===== src/hw/rtl/pcbp_pkg.sv =====
`timescale 1ns / 1ps

package pcbp_pkg;

  localparam int SYMBOL_COUNT_DEF  = 256;
  localparam int MAX_CODE_BITS_DEF = 32;
  localparam int BYTE_BITS         = 8;
  localparam int POS_W             = 3;   // bit position inside a byte
  localparam int FILL_W            = 4;   // 0..8 bits in a byte

  // control that travels with a looked-up code into the packer
  typedef struct packed {
    logic valid;     // a looked-up code waits in the read register
    logic last;      // end of data: flush the partial byte afterwards
    logic in_range;  // symbol addressed a real table entry
  } load_ctl_t;

endpackage


===== src/hw/rtl/pcbp_pack.sv =====
`timescale 1ns / 1ps

module pcbp_pack import pcbp_pkg::*; #(
  parameter int MAX_CODE_BITS = MAX_CODE_BITS_DEF,
  localparam int LEN_W = $clog2(MAX_CODE_BITS + 1)
) (
  input  logic                     clk,
  input  logic                     rst,
  input  load_ctl_t                ld,
  input  logic [MAX_CODE_BITS-1:0] ld_code,
  input  logic [LEN_W-1:0]         ld_len,
  output logic                     take,
  output logic                     byte_valid,
  input  logic                     byte_stall,
  output logic [BYTE_BITS-1:0]     packed_byte,
  output logic [FILL_W-1:0]        valid_bits,
  output logic                     final_byte
);

  logic                     busy;
  logic [MAX_CODE_BITS-1:0] code;
  logic [LEN_W-1:0]         rem;
  logic                     last;
  logic [BYTE_BITS-1:0]     acc;
  logic [POS_W-1:0]         bitpos;

  logic                 out_free, step;
  logic [FILL_W-1:0]    space, take_n, new_pos;
  logic [BYTE_BITS-1:0] top8, mask, new_acc;
  logic [LEN_W-1:0]     rem_next;
  logic                 done, emit_full, flush, emit, fin;

  always_comb begin
    out_free  = !byte_valid || !byte_stall;
    step      = busy && out_free;
    space     = FILL_W'(BYTE_BITS) - FILL_W'(bitpos);
    take_n    = (rem < LEN_W'(space)) ? FILL_W'(rem) : space;
    top8      = code[MAX_CODE_BITS-1 -: BYTE_BITS];
    mask      = ~(8'hFF >> take_n);
    new_acc   = acc | ((top8 & mask) >> bitpos);
    new_pos   = FILL_W'(bitpos) + take_n;
    rem_next  = rem - LEN_W'(take_n);
    done      = (rem_next == '0);
    emit_full = (new_pos == FILL_W'(BYTE_BITS));
    flush     = done && last && !emit_full && (new_pos != '0);
    emit      = emit_full || flush;
    // a full byte is the item's last unless another full byte or a flush follows
    fin       = flush ||
                (emit_full && (rem_next < LEN_W'(BYTE_BITS)) && !(last && !done));
    take      = ld.valid && (!busy || (step && done));
  end

  always_ff @(posedge clk) begin
    if (rst) begin
      busy       <= 1'b0;
      acc        <= '0;
      bitpos     <= '0;
      byte_valid <= 1'b0;
    end else begin
      if (step && emit) begin
        byte_valid  <= 1'b1;
        packed_byte <= new_acc;
        valid_bits  <= new_pos;
        final_byte  <= fin;
      end else if (byte_valid && !byte_stall) begin
        byte_valid <= 1'b0;
      end
      if (step) begin
        if (emit) begin
          acc    <= '0;
          bitpos <= '0;
        end else begin
          acc    <= new_acc;
          bitpos <= new_pos[POS_W-1:0];
        end
      end
      // a new code replaces the finished one in the same cycle
      if (take) begin
        busy <= 1'b1;
        code <= ld.in_range ? ld_code : '0;
        rem  <= ld.in_range ? ld_len : '0;
        last <= ld.last;
      end else if (step) begin
        code <= code << take_n;
        rem  <= rem_next;
        if (done) begin
          busy <= 1'b0;
        end
      end
    end
  end

endmodule


===== config.mk =====
export PLATFORM = sky130hd
export DESIGN_NAME = pcbp_pack
export DESIGN_NICKNAME = d
export VERILOG_FILES = /design/src/hw/rtl/pcbp_pkg.sv /design/src/hw/rtl/pcbp_pack.sv
export SDC_FILE = /design/constraint.sdc
export NUM_CORES = 1
export LEC_CHECK = 0
export BUFFER_PORTS_ARGS = -buffer_cell sky130_fd_sc_hd__clkbuf_2
export CAP_MARGIN = 10
export CORE_MARGIN = 2
export CORE_UTILIZATION = 40
export DETAILED_ROUTE_END_ITERATION = 10
export MAX_ROUTING_LAYER = met4
export PLACE_DENSITY = 0.62
export SLEW_MARGIN = 0
export SYNTH_ARGS = -nofsm -noshare
export SYNTH_HDL_FRONTEND = slang
export SYNTH_SLANG_ARGS = --single-unit

===== constraint.sdc =====
create_clock -name clk -period 10.6 [get_ports clk]
set_input_delay 2.12 -clock clk [delete_from_list [all_inputs] [get_ports clk]]
set_output_delay 2.12 -clock clk [all_outputs]
set_load 0.01 [all_outputs]

; ---- Word level (Yosys, flattened, before mapping)
; Index checks and enable logic that the tools add are counted.
[classes]
n_addsub = 3
magnitude_cmp = 2
n_eq_ne = 1
shifts = 3
muxes = 14
n_bitwise = 4
n_reduce_logical = 30
[op_table]
columns = cell, count
row1 = 2-to-1 mux 32 bit, 3
row2 = left shift 32 x 4 -> 32 bit, 1
row3 = 2-to-1 mux 6 bit, 3
row4 = logical AND 1 bit, 11
row5 = AND 8 bit, 1
row6 = 2-to-1 mux 8 bit, 1
row7 = inverter 8 bit, 1
row8 = OR 8 bit, 1
row9 = AND reduction 2 bit, 4
row10 = >> shifter 8 x 3 -> 8 bit, 1
row11 = ">> shifter 8 x 4 -> 8 bit, first input constant", 1
row12 = logical NOT 1 bit, 6
row13 = logical NOT 6 bit, 1
row14 = < comparator 6 x 4 -> 1 bit, 1
row15 = "< comparator 6 x 4 -> 1 bit, second input constant", 1
row16 = nonzero test 2 bit, 3
row17 = subtractor 6 x 4 -> 6 bit, 1
row18 = 2-to-1 mux 1 bit, 5
row19 = adder 3 x 4 -> 4 bit, 1
row20 = "equality test 4 bit, second input constant", 1
row21 = logical OR 1 bit, 4
row22 = 2-to-1 mux 4 bit, 1
row23 = nonzero test 4 bit, 1
row24 = "subtractor 4 x 3 -> 4 bit, first input constant", 1
row25 = other kinds (2), 2
[totals]
register_bits = 65
input_bits = 44
output_inout_bits = 15
word_cells = 67

; ---- Longest topological paths before layout
; Gate-level depths: netlist of the first run.
[logic_depth]
ltp_word = 11
ltp_mapped = 27
ltp_nobuf = 21

; ---- Worst setup path before layout of the first run
; Ideal clock, no wire load.
[synth_path]
path_type = reg-to-reg
from = register bitpos[0]
to = register code[0], enable pin
setup_time_ps = 441
t_arrival_ps = 6749
required_time_ps = 10159
slack_ps = 3410
path_stages_with_launch = 27
n_path_buf = 7
synth_period_minus_slack_ps = 7190
cell_sequence = dfxtp_1 > buf_4 > clkbuf_1 > inv_1 > ha_1 > inv_1 > ha_1 > clkbuf_2 > or3b_1 > and3_4 > a2111oi_4 > a21oi_4 > inv_4 > buf_12 > buf_12 > ha_1 > inv_1 > ha_1 > nor2_1 > o211ai_1 > a21oi_1 > nand3_1 > a311oi_1 > o21ai_1 > buf_2 > buf_2 > a21oi_1
[synth_via]
elab_chain_cells = 10
[synth_rtl]
columns = element, line_no
row1 = start: declaration, pcbp_pack.sv:25  ; logic [POS_W-1:0] bitpos;
row2 = start signal: assignment, pcbp_pack.sv:74  ; bitpos <= new_pos[POS_W-1:0];
row3 = subtractor 4 x 3 -> 4 bit *, pcbp_pack.sv:36  ; space = FILL_W'(BYTE_BITS) - FILL_W'(bitpos);
row4 = < comparator 6 x 4 -> 1 bit, pcbp_pack.sv:37  ; take_n = (rem < LEN_W'(space)) ? FILL_W'(rem) : space;
row5 = 2-to-1 mux 4 bit *, pcbp_pack.sv:37
row6 = subtractor 6 x 4 -> 6 bit *, pcbp_pack.sv:42  ; rem_next = rem - LEN_W'(take_n);
row7 = logical NOT 6 bit *, pcbp_pack.sv:43  ; done = (rem_next == '0);
row8 = logical AND 1 bit *, pcbp_pack.sv:50  ; take = ld.valid && (!busy || (step && done));
row9 = logical OR 1 bit *, pcbp_pack.sv:50
row10 = logical AND 1 bit *, pcbp_pack.sv:50
row11 = nonzero test 2 bit (no line) *, -
row12 = AND reduction 2 bit (no line) *, -
row13 = end signal: assignment, pcbp_pack.sv:80  ; code <= ld.in_range ? ld_code : '0;
row14 = end signal: assignment, pcbp_pack.sv:84  ; code <= code << take_n;
row15 = end: declaration, pcbp_pack.sv:21  ; logic [MAX_CODE_BITS-1:0] code;
; Every way passes the cells marked *; elsewhere a longest branch is shown, timed or not.
; A chain may end at the register's enable or synchronous reset.

; ---- Worst setup path in the final report of the first run
[layout_path]
from = register bitpos[0]
to = output port take
[layout_via]
elab_chain_cells = 8
[layout_rtl]
columns = element, line_no
row1 = subtractor 4 x 3 -> 4 bit *, pcbp_pack.sv:36
row2 = < comparator 6 x 4 -> 1 bit, pcbp_pack.sv:37
row3 = 2-to-1 mux 4 bit *, pcbp_pack.sv:37
row4 = subtractor 6 x 4 -> 6 bit *, pcbp_pack.sv:42
row5 = logical NOT 6 bit *, pcbp_pack.sv:43
row6 = logical AND 1 bit *, pcbp_pack.sv:50
row7 = logical OR 1 bit *, pcbp_pack.sv:50
row8 = logical AND 1 bit *, pcbp_pack.sv:50
row9 = end: declaration, pcbp_pack.sv:12  ; output logic take,
; Marks and branches as above.

==> results.json, run 1 <==
{
  "outcome": "completed",
  "drive_above_1_share_pct": 18.5,
  "synth.mux.area_fraction_pct": 13.1,
  "path_cells": "inv_1 > ha_1 > xor2_1 > nand2_1 > o211ai_4 > mux2_4 > clkinv_1 > ha_1 > nand2b_1 > nor3_1 > a311oi_1 > o21a_1 > a311oi_1 > o21ai_2 > inv_2 > clkbuf_2",
  "cpLargestDelayFamily": "buffers and inverters",
  "clkSinkCount": 65,
  "final-instance-count-excl-fill": 795,
  "critPathLaunchType": "register",
  "sequential_element_share_of_the_synthesized_area_pct": 34.6,
  "nets": 672,
  "die_area_um2": 14100,
  "dpl_worst_slack_ps": 2320,
  "count_of_pins_over_their_slew_limit": 0,
  "tritoncts": "yes",
  "share_of_synthesized_registers_carrying_an_async_set_or_reset_pct": 0,
  "drc_errors": 0,
  "coreArea_um2": 12700,
  "cpMaxStageDelayCell": "sky130_fd_sc_hd__dfxtp_1",
  "number_of_clock_buffers_inserted_by_tritoncts": 9,
  "grt_pass1_vias": 4514,
  "rows": 41,
  "cts.htree.levels": 3,
  "antenna_violating_nets_post_route": 0,
  "main_combinational_cell_family_by_area_after_synthesis": "compound AO/OA/AOI/OAI gates",
  "syn-mean-instance-area_um2": 8.97,
  "grt-ovfl-total": 0,
  "gp_congestion": 0.898,
  "maxSlewHeadroom_pct": 37.5,
  "timing.final.crit_share_pct": 82.2,
  "setup-violations-final": 0,
  "post_cts.repair.setup_buffers": 0,
  "timing.clock.skew_ps": 5.50,
  "mappedNetlistNets": 641,
  "flow.area_growth_from_synthesis_pct": 11.7,
  "path_buf_inv": 4,
  "grt_pass1_wl_um": 23800,
  "die_y_um": 119,
  "worst_setup_path_end_kind": "output pin",
  "post_synth_num_cell_types": 81,
  "grt_use_total_pct": 21.8,
  "stdcell_area_um2": 5880,
  "finalSetupTns_ps": 0,
  "adder_cell_area_share_of_the_yosys_netlist_pct": 2.71,
  "holdBufCountCts": 0,
  "totalWireLength_um": 14700,
  "drt_pass1_iterations": 5,
  "final_period_minus_worst_setup_slack_ps": 8710,
  "worst_skew_pair.late_latency_ps": 340,
  "die_w_um": 119,
  "drv_cap": 0,
  "rsz0062_at_grt": "false",
  "cts-root-to-sink-buffers": 2,
  "placedInstanceArea_um2": 5600,
  "synth-simple-area-share_pct": 16.3,
  "min-delay-path-class": "register to register",
  "cell_count_post_placement": 779,
  "ys_dominant_reg_cell": "sky130_fd_sc_hd__edfxtp_1",
  "ctsRootBufferMaster": "sky130_fd_sc_hd__clkbuf_16",
  "routed_via_density": 6.00,
  "arrival_ps": 6590,
  "num_io_pins": 59,
  "drt_iter0_drc": 413,
  "synth_instances": 587,
  "cts.reportedPaths.clkPinSlew_ps": 60,
  "required_ps": 8480,
  "worst-slew-pin-transition_ps": 937,
  "wire_per_inst_um": 18.4,
  "dpl.hpwl_um": 10600,
  "yosys_warnings": 0,
  "path_max_fanout": 32,
  "ys_ff_latch": 65,
  "floorplan.initialDensity_pct": 41.4,
  "achievable-frequency_mhz": 115,
  "edff_count_synth": 52,
  "hold_viol": 0,
  "num_antenna_cells": 0,
  "cts_resized": 0,
  "synth-compound-area-share_pct": 25.6,
  "synthXorXnorAreaFrac_pct": 1.59,
  "worstSetupPathType": "register to output pin",
  "synth.cell_area_um2": 5270,
  "numPortBuffers": 58,
  "grt_start_max_net_pins": 61,
  "grt_antenna_before_repair": 0,
  "cp_slowest_stage_delay_ps": 930,
  "worst_slack_ps": 1890,
  "route.vias.total": 4768
}
-- synthesized netlist by cell type, types with 9 or more instances --
library cell	number	area, um2
sky130_fd_sc_hd__o22ai_1	10	62.6
sky130_fd_sc_hd__mux2_2	12	135
sky130_fd_sc_hd__nor2_1	43	161
sky130_fd_sc_hd__a21oi_1	42	210
sky130_fd_sc_hd__and2_1	10	62.6
sky130_fd_sc_hd__clkbuf_1	17	63.8
sky130_fd_sc_hd__dfxtp_1	13	260
sky130_fd_sc_hd__nand2_1	48	180
sky130_fd_sc_hd__nand3_1	43	215
sky130_fd_sc_hd__mux2i_1	54	541
sky130_fd_sc_hd__nor3_1	15	75.1
sky130_fd_sc_hd__o21ai_0	32	160
sky130_fd_sc_hd__inv_1	15	56.3
sky130_fd_sc_hd__edfxtp_1	52	1560
sky130_fd_sc_hd__ha_1	9	113
sky130_fd_sc_hd__buf_2	16	80.1
sky130_fd_sc_hd__o21ai_1	10	50.1
-- final timing paths --
check	depth (start not counted)	to	slack, ps	startpoint
worst min register to register	2	acc[7]	470	acc[7]
worst min-delay path	2	acc[7]	470	acc[7]
worst max-delay path	16	take	1890	bitpos[0]
worst max register to register	18	code[16]	3420	bitpos[0]
-- through the flow --
step	hold WS (ps)	utilization, %
floorplan	434	-
global placement	448	44.0
detailed placement	460	44.0
CTS	472	46.2
global route	516	46.2
finish	469	46.2
-- worst min-delay path: stages (launching register included) --
cell and delay [ps]:
sky130_fd_sc_hd__dfxtp_1 320, sky130_fd_sc_hd__a31oi_1 40, sky130_fd_sc_hd__nor2_1 70
-- state kept, by name (all words and copies together) (netlist names) --
register	cells
code	32
acc	8
byte_valid	1
last	1
bitpos	3
busy	1
valid_bits	4
packed_byte	8
rem	6
final_byte	1
-- layout make-up --
class	instances	area, um2
clock buffers	12	258
clock inverters	4	26.3
fillers	1258	6840
inverters	20	77.6
multi-input cells	458	3150
flip-flops and latches	65	1820
well taps	172	215
repair buffers	64	335
-- cell usage in the layout (no fill, tap or decap), types with 9 or more instances in the layout --
cell                        instances
sky130_fd_sc_hd__nand2_1           48
sky130_fd_sc_hd__o21ai_1            9
sky130_fd_sc_hd__a21oi_1           41
sky130_fd_sc_hd__and2_1            10
sky130_fd_sc_hd__edfxtp_1          52
sky130_fd_sc_hd__nand3_1           43
sky130_fd_sc_hd__nor3_1            15
sky130_fd_sc_hd__clkbuf_2          58
sky130_fd_sc_hd__dfxtp_1           13
sky130_fd_sc_hd__inv_1             15
sky130_fd_sc_hd__o21ai_0           32
sky130_fd_sc_hd__o22ai_1            9
sky130_fd_sc_hd__nor2_1            43
sky130_fd_sc_hd__ha_1               9
sky130_fd_sc_hd__mux2_2            12
sky130_fd_sc_hd__mux2i_1           54
sky130_fd_sc_hd__clkbuf_16         10
-- logic make-up (layout without fill, tap and decap cells) --
group	after synthesis	in the layout
XOR/XNOR	8	8
AND/OR/NAND/NOR	180	180
flip-flops	65	65
AO/OA/AOI/OAI	192	192
buffers and inverters	64	100
multiplexers	67	67
adder cells (fa/ha/maj)	11	11
-- per-layer routing --
metal / vias to the layer above / track usage [%] / part of all wire (%)
met2: 195 / 34.3 / 47
met5: - / - / 0
met3: 26 / 4.39 / 5.7
met1: 2237 / 28.3 / 46
li1: 2310 / - / -
met4: 0 / 6.62 / 2.0
Power of run 1 is not shown: default switching activity piles up to over one toggle a cycle in this logic, so the estimate is an artifact.
==> run 2: changes to the inputs <==
--- a/config.mk
+++ b/config.mk
@@ -5,13 +5,14 @@
 export SDC_FILE = /design/constraint.sdc
 export NUM_CORES = 1
 export LEC_CHECK = 0
+export ABC_AREA = 1
 export BUFFER_PORTS_ARGS = -buffer_cell sky130_fd_sc_hd__clkbuf_2
 export CAP_MARGIN = 10
 export CORE_MARGIN = 2
 export CORE_UTILIZATION = 40
 export DETAILED_ROUTE_END_ITERATION = 10
 export MAX_ROUTING_LAYER = met4
-export PLACE_DENSITY = 0.62
+export PLACE_DENSITY = 0.64
 export SLEW_MARGIN = 0
 export SYNTH_ARGS = -nofsm -noshare
 export SYNTH_HDL_FRONTEND = slang
==> constraint.sdc (replaced) <==
create_clock -name clk -period 7.69 [get_ports clk]
set_input_delay 1.538 -clock clk [delete_from_list [all_inputs] [get_ports clk]]
set_output_delay 1.538 -clock clk [all_outputs]
set_load 0.01 [all_outputs]
==> results.json, run 2 <==
{
  "rows": 41,
  "finalSetupTns_ps": 0,
  "cts.reportedPaths.clkPinSlew_ps": 60,
  "final_cell_mix": "sky130_fd_sc_hd__nand2_1, sky130_fd_sc_hd__nand3_1, sky130_fd_sc_hd__inv_1",
  "setup-violations-final": 0,
  "path_max_fanout": 41,
  "number_of_clock_buffers_inserted_by_tritoncts": 9,
  "grt-ovfl-total": 0,
  "die_y_um": 118,
  "synth_commonest_cells": "sky130_fd_sc_hd__nand2_1, sky130_fd_sc_hd__nand3_1, sky130_fd_sc_hd__inv_1",
  "critPathLaunchType": "register",
  "arrival_ps": 4720,
  "sequential_element_share_of_the_synthesized_area_pct": 35.2,
  "drc_errors": 0,
  "worstSetupPathType": "register to output pin",
  "achievable-frequency_mhz": 160,
  "outcome": "completed",
  "holdBufCountCts": 0,
  "timing.final.crit_share_pct": 81.4,
  "ys_ff_latch": 65,
  "route.vias.total": 4876,
  "timing.clock.skew_ps": 8.76,
  "startpoint": "bitpos[0]",
  "wire_per_inst_um": 13.1,
  "final_common_cell": "sky130_fd_sc_hd__nand2_1",
  "clkSinkCount": 65,
  "tritoncts": "yes",
  "grt_pass1_wl_um": 21800,
  "synth_top_cell_area_share_pct": 30.2,
  "share_of_synthesized_registers_carrying_an_async_set_or_reset_pct": 0,
  "cts_resized": 0,
  "grt_use_total_pct": 20.0,
  "worst_skew_pair.late_latency_ps": 350,
  "coreArea_um2": 12600,
  "grt_start_max_net_pins": 46,
  "totalWireLength_um": 12800,
  "grt_antenna_before_repair": 0,
  "rsz0062_at_grt": "false",
  "drive_above_1_share_pct": 13.1,
  "r2r-start": "bitpos[0]",
  "drv_cap": 0,
  "die_w_um": 118,
  "cts-root-to-sink-buffers": 2,
  "nets": 849,
  "ys_dominant_reg_cell": "sky130_fd_sc_hd__edfxtp_1",
  "worst_setup_path_end_kind": "output pin",
  "num_antenna_cells": 0,
  "n_fill_cell": 1385,
  "dpl.hpwl_um": 9200,
  "count_of_pins_over_their_slew_limit": 0,
  "ctsRootBufferMaster": "sky130_fd_sc_hd__clkbuf_16",
  "cts.htree.levels": 3,
  "mappedNetlistNets": 818,
  "synth_instances": 764,
  "post_synth_main_area_contributors": "sky130_fd_sc_hd__edfxtp_1, sky130_fd_sc_hd__nand2_1, sky130_fd_sc_hd__nand3_1",
  "synth.cell_area_um2": 5180,
  "drt_pass1_iterations": 5,
  "yosys_warnings": 0,
  "synthDominantAreaCellType": "sky130_fd_sc_hd__edfxtp_1",
  "hold_start": "byte_valid",
  "floorplan.initialDensity_pct": 41.0,
  "gp_congestion": 0.902,
  "syn-mean-instance-area_um2": 6.78,
  "largest_reg_flops": 32,
  "final_period_minus_worst_setup_slack_ps": 6260,
  "registers.top_by_ff_count": "code",
  "post_synth_num_cell_types": 40,
  "maxSlewHeadroom_pct": 23.0,
  "required_ps": 6150,
  "min-delay-path-class": "register to register",
  "antenna_violating_nets_post_route": 0,
  "post-synth-top-count-cell": "sky130_fd_sc_hd__nand2_1",
  "edff_count_synth": 52,
  "worst-slew-pin-transition_ps": 1150,
  "hold_viol": 0,
  "flow.area_growth_from_synthesis_pct": 11.4,
  "die_area_um2": 13900,
  "grt_pass1_vias": 4549,
  "drt_iter0_drc": 340,
  "biggest_regs": "code x32, acc x8, packed_byte x8",
  "num_io_pins": 59,
  "numPortBuffers": 58,
  "routed_via_density": 5.02,
  "post_cts.repair.setup_buffers": 0
}
## run 2: cell type report
| type | instances | area (um2) | share of cell area [%] |
|---|---|---|---|
| Multi-Input combinational cell | 588 | 2880 | 49.9 |
| Timing Repair Buffer | 64 | 335 | 5.81 |
| Clock inverter | 4 | 18.8 | 0.325 |
| Clock buffer | 12 | 246 | 4.27 |
| Inverter | 67 | 251 | 4.36 |
| Tap cell | 172 | 215 | 3.73 |
| Sequential cell | 65 | 1820 | 31.6 |
## run 2: logic make-up (layout without fill, tap and decap cells)
kind of cell	after synthesis	count (layout)	share of synthesized area [%]
simple gates	481	481	41.7
buf+inv	111	147	9.19
compound gates	90	90	10.0
flops	65	65	35.2
fa+ha+maj	10	10	2.56
mux	4	4	0.774
xor+xnor	3	3	0.508
## run 2: critical path, stage by stage, from the launching register on
cell                       delay, ps
sky130_fd_sc_hd__dfxtp_1         530
sky130_fd_sc_hd__inv_1           270
sky130_fd_sc_hd__ha_1            370
sky130_fd_sc_hd__inv_1           130
sky130_fd_sc_hd__ha_1            250
sky130_fd_sc_hd__a21oi_1         170
sky130_fd_sc_hd__nand2_2          80
sky130_fd_sc_hd__nand2_4         100
sky130_fd_sc_hd__nand2_4         130
sky130_fd_sc_hd__nand2_1         110
sky130_fd_sc_hd__nand2_2          60
sky130_fd_sc_hd__ha_1            200
sky130_fd_sc_hd__inv_1            80
sky130_fd_sc_hd__ha_1            130
sky130_fd_sc_hd__inv_1            30
sky130_fd_sc_hd__nand2_1          80
sky130_fd_sc_hd__xor2_1           90
sky130_fd_sc_hd__nor3_1          350
sky130_fd_sc_hd__nand4_1         170
sky130_fd_sc_hd__nand2_2          80
sky130_fd_sc_hd__buf_4           360
sky130_fd_sc_hd__nand2_2          70
sky130_fd_sc_hd__buf_4           260
sky130_fd_sc_hd__inv_1            90
sky130_fd_sc_hd__clkbuf_2        130
## run 2: per-stage QoR
stage	utilization, %	std cells	hold WS, ps	area [um2]	setup slack [ps]
5_1_grt	45.7	972	562	5770	846
6_report	45.7	972	493	5770	1430
2_1_floorplan	-	764	495	5180	2280
4_1_cts	45.7	972	491	5770	1420
3_3_place_gp	43.6	956	481	5500	1950
3_5_place_dp	43.6	956	484	5500	1820
## run 2: layer usage
| layer | GRT usage, % | share of wire (%) | up-vias |
|---|---|---|---|
| met4 | 7.53 | 2.0 | 0 |
| met2 | 31.5 | 46 | 119 |
| li1 | - | - | 2576 |
| met3 | 4.12 | 4.8 | 21 |
| met1 | 25.3 | 47 | 2160 |
| met5 | - | 0 | - |
## run 2: worst paths after layout
check	endpoint	slack, ps	depth (start not counted)
setup / recovery	take	1430	24
hold / removal	byte_valid	490	2
setup reg to reg	packed_byte[2]	2150	19
hold reg to reg	byte_valid	490	2
Power of run 2 is left out for the same reason.
==> run 3: changes to the inputs <==
==> constraint.sdc (replaced) <==
create_clock -name clk -period 5.4 [get_ports clk]
set_input_delay 1.08 -clock clk [delete_from_list [all_inputs] [get_ports clk]]
set_output_delay 1.08 -clock clk [all_outputs]
set_load 0.01 [all_outputs]
==> results.json, run 3 (synthesis results as in run 2) <==
{
  "outcome": "completed",
  "setup.reg_to_reg.worst_slack_ps": 820,
  "post_cts.repair.setup_buffers": 0,
  "grt_pass1_vias": 4607,
  "rsz0062_at_grt": "false",
  "required_ps": 4320,
  "die_w_um": 118,
  "drc_errors": 0,
  "num_antenna_cells": 0,
  "finalSetupTns_ps": 0,
  "final_common_cell": "sky130_fd_sc_hd__nand2_1",
  "wire_per_inst_um": 12.9,
  "num_io_pins": 59,
  "cts.reportedPaths.clkPinSlew_ps": 60,
  "drv_cap": 0,
  "grt_pass1_wl_um": 21900,
  "count_of_pins_over_their_slew_limit": 0,
  "path_max_fanout": 15,
  "gp_congestion": 0.908,
  "worst-slew-pin-transition_ps": 871,
  "routed_via_density": 5.04,
  "timing.final.crit_share_pct": 91.5,
  "final_cell_mix": "sky130_fd_sc_hd__nand2_1, sky130_fd_sc_hd__nand3_1, sky130_fd_sc_hd__inv_1",
  "cts-root-to-sink-buffers": 2,
  "setup-violations-final": 0,
  "final-instance-count-excl-fill": 977,
  "grt_antenna_before_repair": 0,
  "clkSinkCount": 65,
  "rows": 41,
  "worst_setup_path_end_kind": "output pin",
  "maxSlewHeadroom_pct": 41.9,
  "drive_above_1_share_pct": 14.2,
  "largest_reg_flops": 32,
  "floorplan.initialDensity_pct": 41.0,
  "hold_viol": 0,
  "die_y_um": 118,
  "holdBufCountCts": 0,
  "tritoncts": "yes",
  "biggest_regs": "code x32, acc x8, packed_byte x8",
  "grt_start_max_net_pins": 46,
  "coreArea_um2": 12600,
  "drt_pass1_iterations": 6,
  "number_of_clock_buffers_inserted_by_tritoncts": 9,
  "die_area_um2": 13900,
  "dpl.hpwl_um": 9100,
  "grt_use_total_pct": 20.1,
  "nets": 854,
  "drt_iter0_drc": 364,
  "critPathLaunchType": "register",
  "final_period_minus_worst_setup_slack_ps": 4940,
  "antenna_violating_nets_post_route": 0,
  "numPortBuffers": 58,
  "ctsRootBufferMaster": "sky130_fd_sc_hd__clkbuf_16",
  "post-route-util_pct": 46.6,
  "grt-ovfl-total": 0,
  "registers.top_by_ff_count": "code",
  "achievable-frequency_mhz": 202,
  "cell_count_post_placement": 961,
  "totalWireLength_um": 12600,
  "min-delay-path-class": "register to register",
  "flow.area_growth_from_synthesis_pct": 13.6,
  "timing.clock.skew_ps": 8.32,
  "arrival_ps": 3860,
  "fin_hold_ws_ps": 490,
  "cts.htree.levels": 3,
  "worstSetupPathType": "register to output pin",
  "worst_skew_pair.late_latency_ps": 350,
  "route.vias.total": 4924
}
[run 3: worst max-delay path: stages, from the launching register on]
cell and delay (ps):
sky130_fd_sc_hd__dfxtp_1 300, sky130_fd_sc_hd__buf_4 170, sky130_fd_sc_hd__inv_1 50, sky130_fd_sc_hd__buf_4 170
sky130_fd_sc_hd__ha_1 320, sky130_fd_sc_hd__inv_1 130, sky130_fd_sc_hd__ha_1 240, sky130_fd_sc_hd__a21oi_1 170
sky130_fd_sc_hd__nand2_2 80, sky130_fd_sc_hd__nand2_4 100, sky130_fd_sc_hd__nand2_4 120, sky130_fd_sc_hd__nand2_1 110
sky130_fd_sc_hd__nand2_2 50, sky130_fd_sc_hd__ha_1 190, sky130_fd_sc_hd__inv_1 80, sky130_fd_sc_hd__ha_1 140
sky130_fd_sc_hd__inv_1 30, sky130_fd_sc_hd__nand2_1 90, sky130_fd_sc_hd__nand2_1 80, sky130_fd_sc_hd__nand3_1 70
sky130_fd_sc_hd__nand2_1 70, sky130_fd_sc_hd__nor2_2 140, sky130_fd_sc_hd__nand4_1 120, sky130_fd_sc_hd__nand2_2 150
sky130_fd_sc_hd__nand2_2 100, sky130_fd_sc_hd__inv_1 100, sky130_fd_sc_hd__clkbuf_2 130
[run 3: worst paths after layout]
| check | from | endpoint | cells past startpoint |
|---|---|---|---|
| setup / recovery | bitpos[0] | take | 26 |
| hold / removal | byte_valid | byte_valid | 2 |
| setup reg to reg | bitpos[0] | packed_byte[1] | 22 |
| hold reg to reg | byte_valid | byte_valid | 2 |
[run 3: timing repair]
item | CTS | global route
setup endpoints to repair | 0 | 1
resized for setup | 0 | 2
endpoints found under the hold margin | 0 | 0
[run 3: metal layers]
layer | GRT usage (%) | routed length, um | up-vias
li1 | - | - | 2594
met1 | 24.8 | 5820 | 2192
met2 | 32.2 | 5890 | 118
met3 | 4.31 | 630 | 20
met4 | 7.76 | 301 | 0
met5 | - | 0 | -
[run 3: through the flow]
stage | cell area (um2) | setup slack [ps]
floorplan | 5180 | 444
global placement | 5540 | 700
detailed placement | 5540 | 621
CTS | 5870 | 244
global route | 5880 | 9.53
finish | 5880 | 458
[run 3: cell type report]
type                    instances  area (um2)
repair buffers                 69         373
clock buffers                   9         225
flip-flops and latches         65        1820
clock inverters                 7         109
multi-input cells             588        2880
fillers                      1371        6740
inverters                      67         251
well taps                     172         215
Power of run 3 is left out for the same reason.
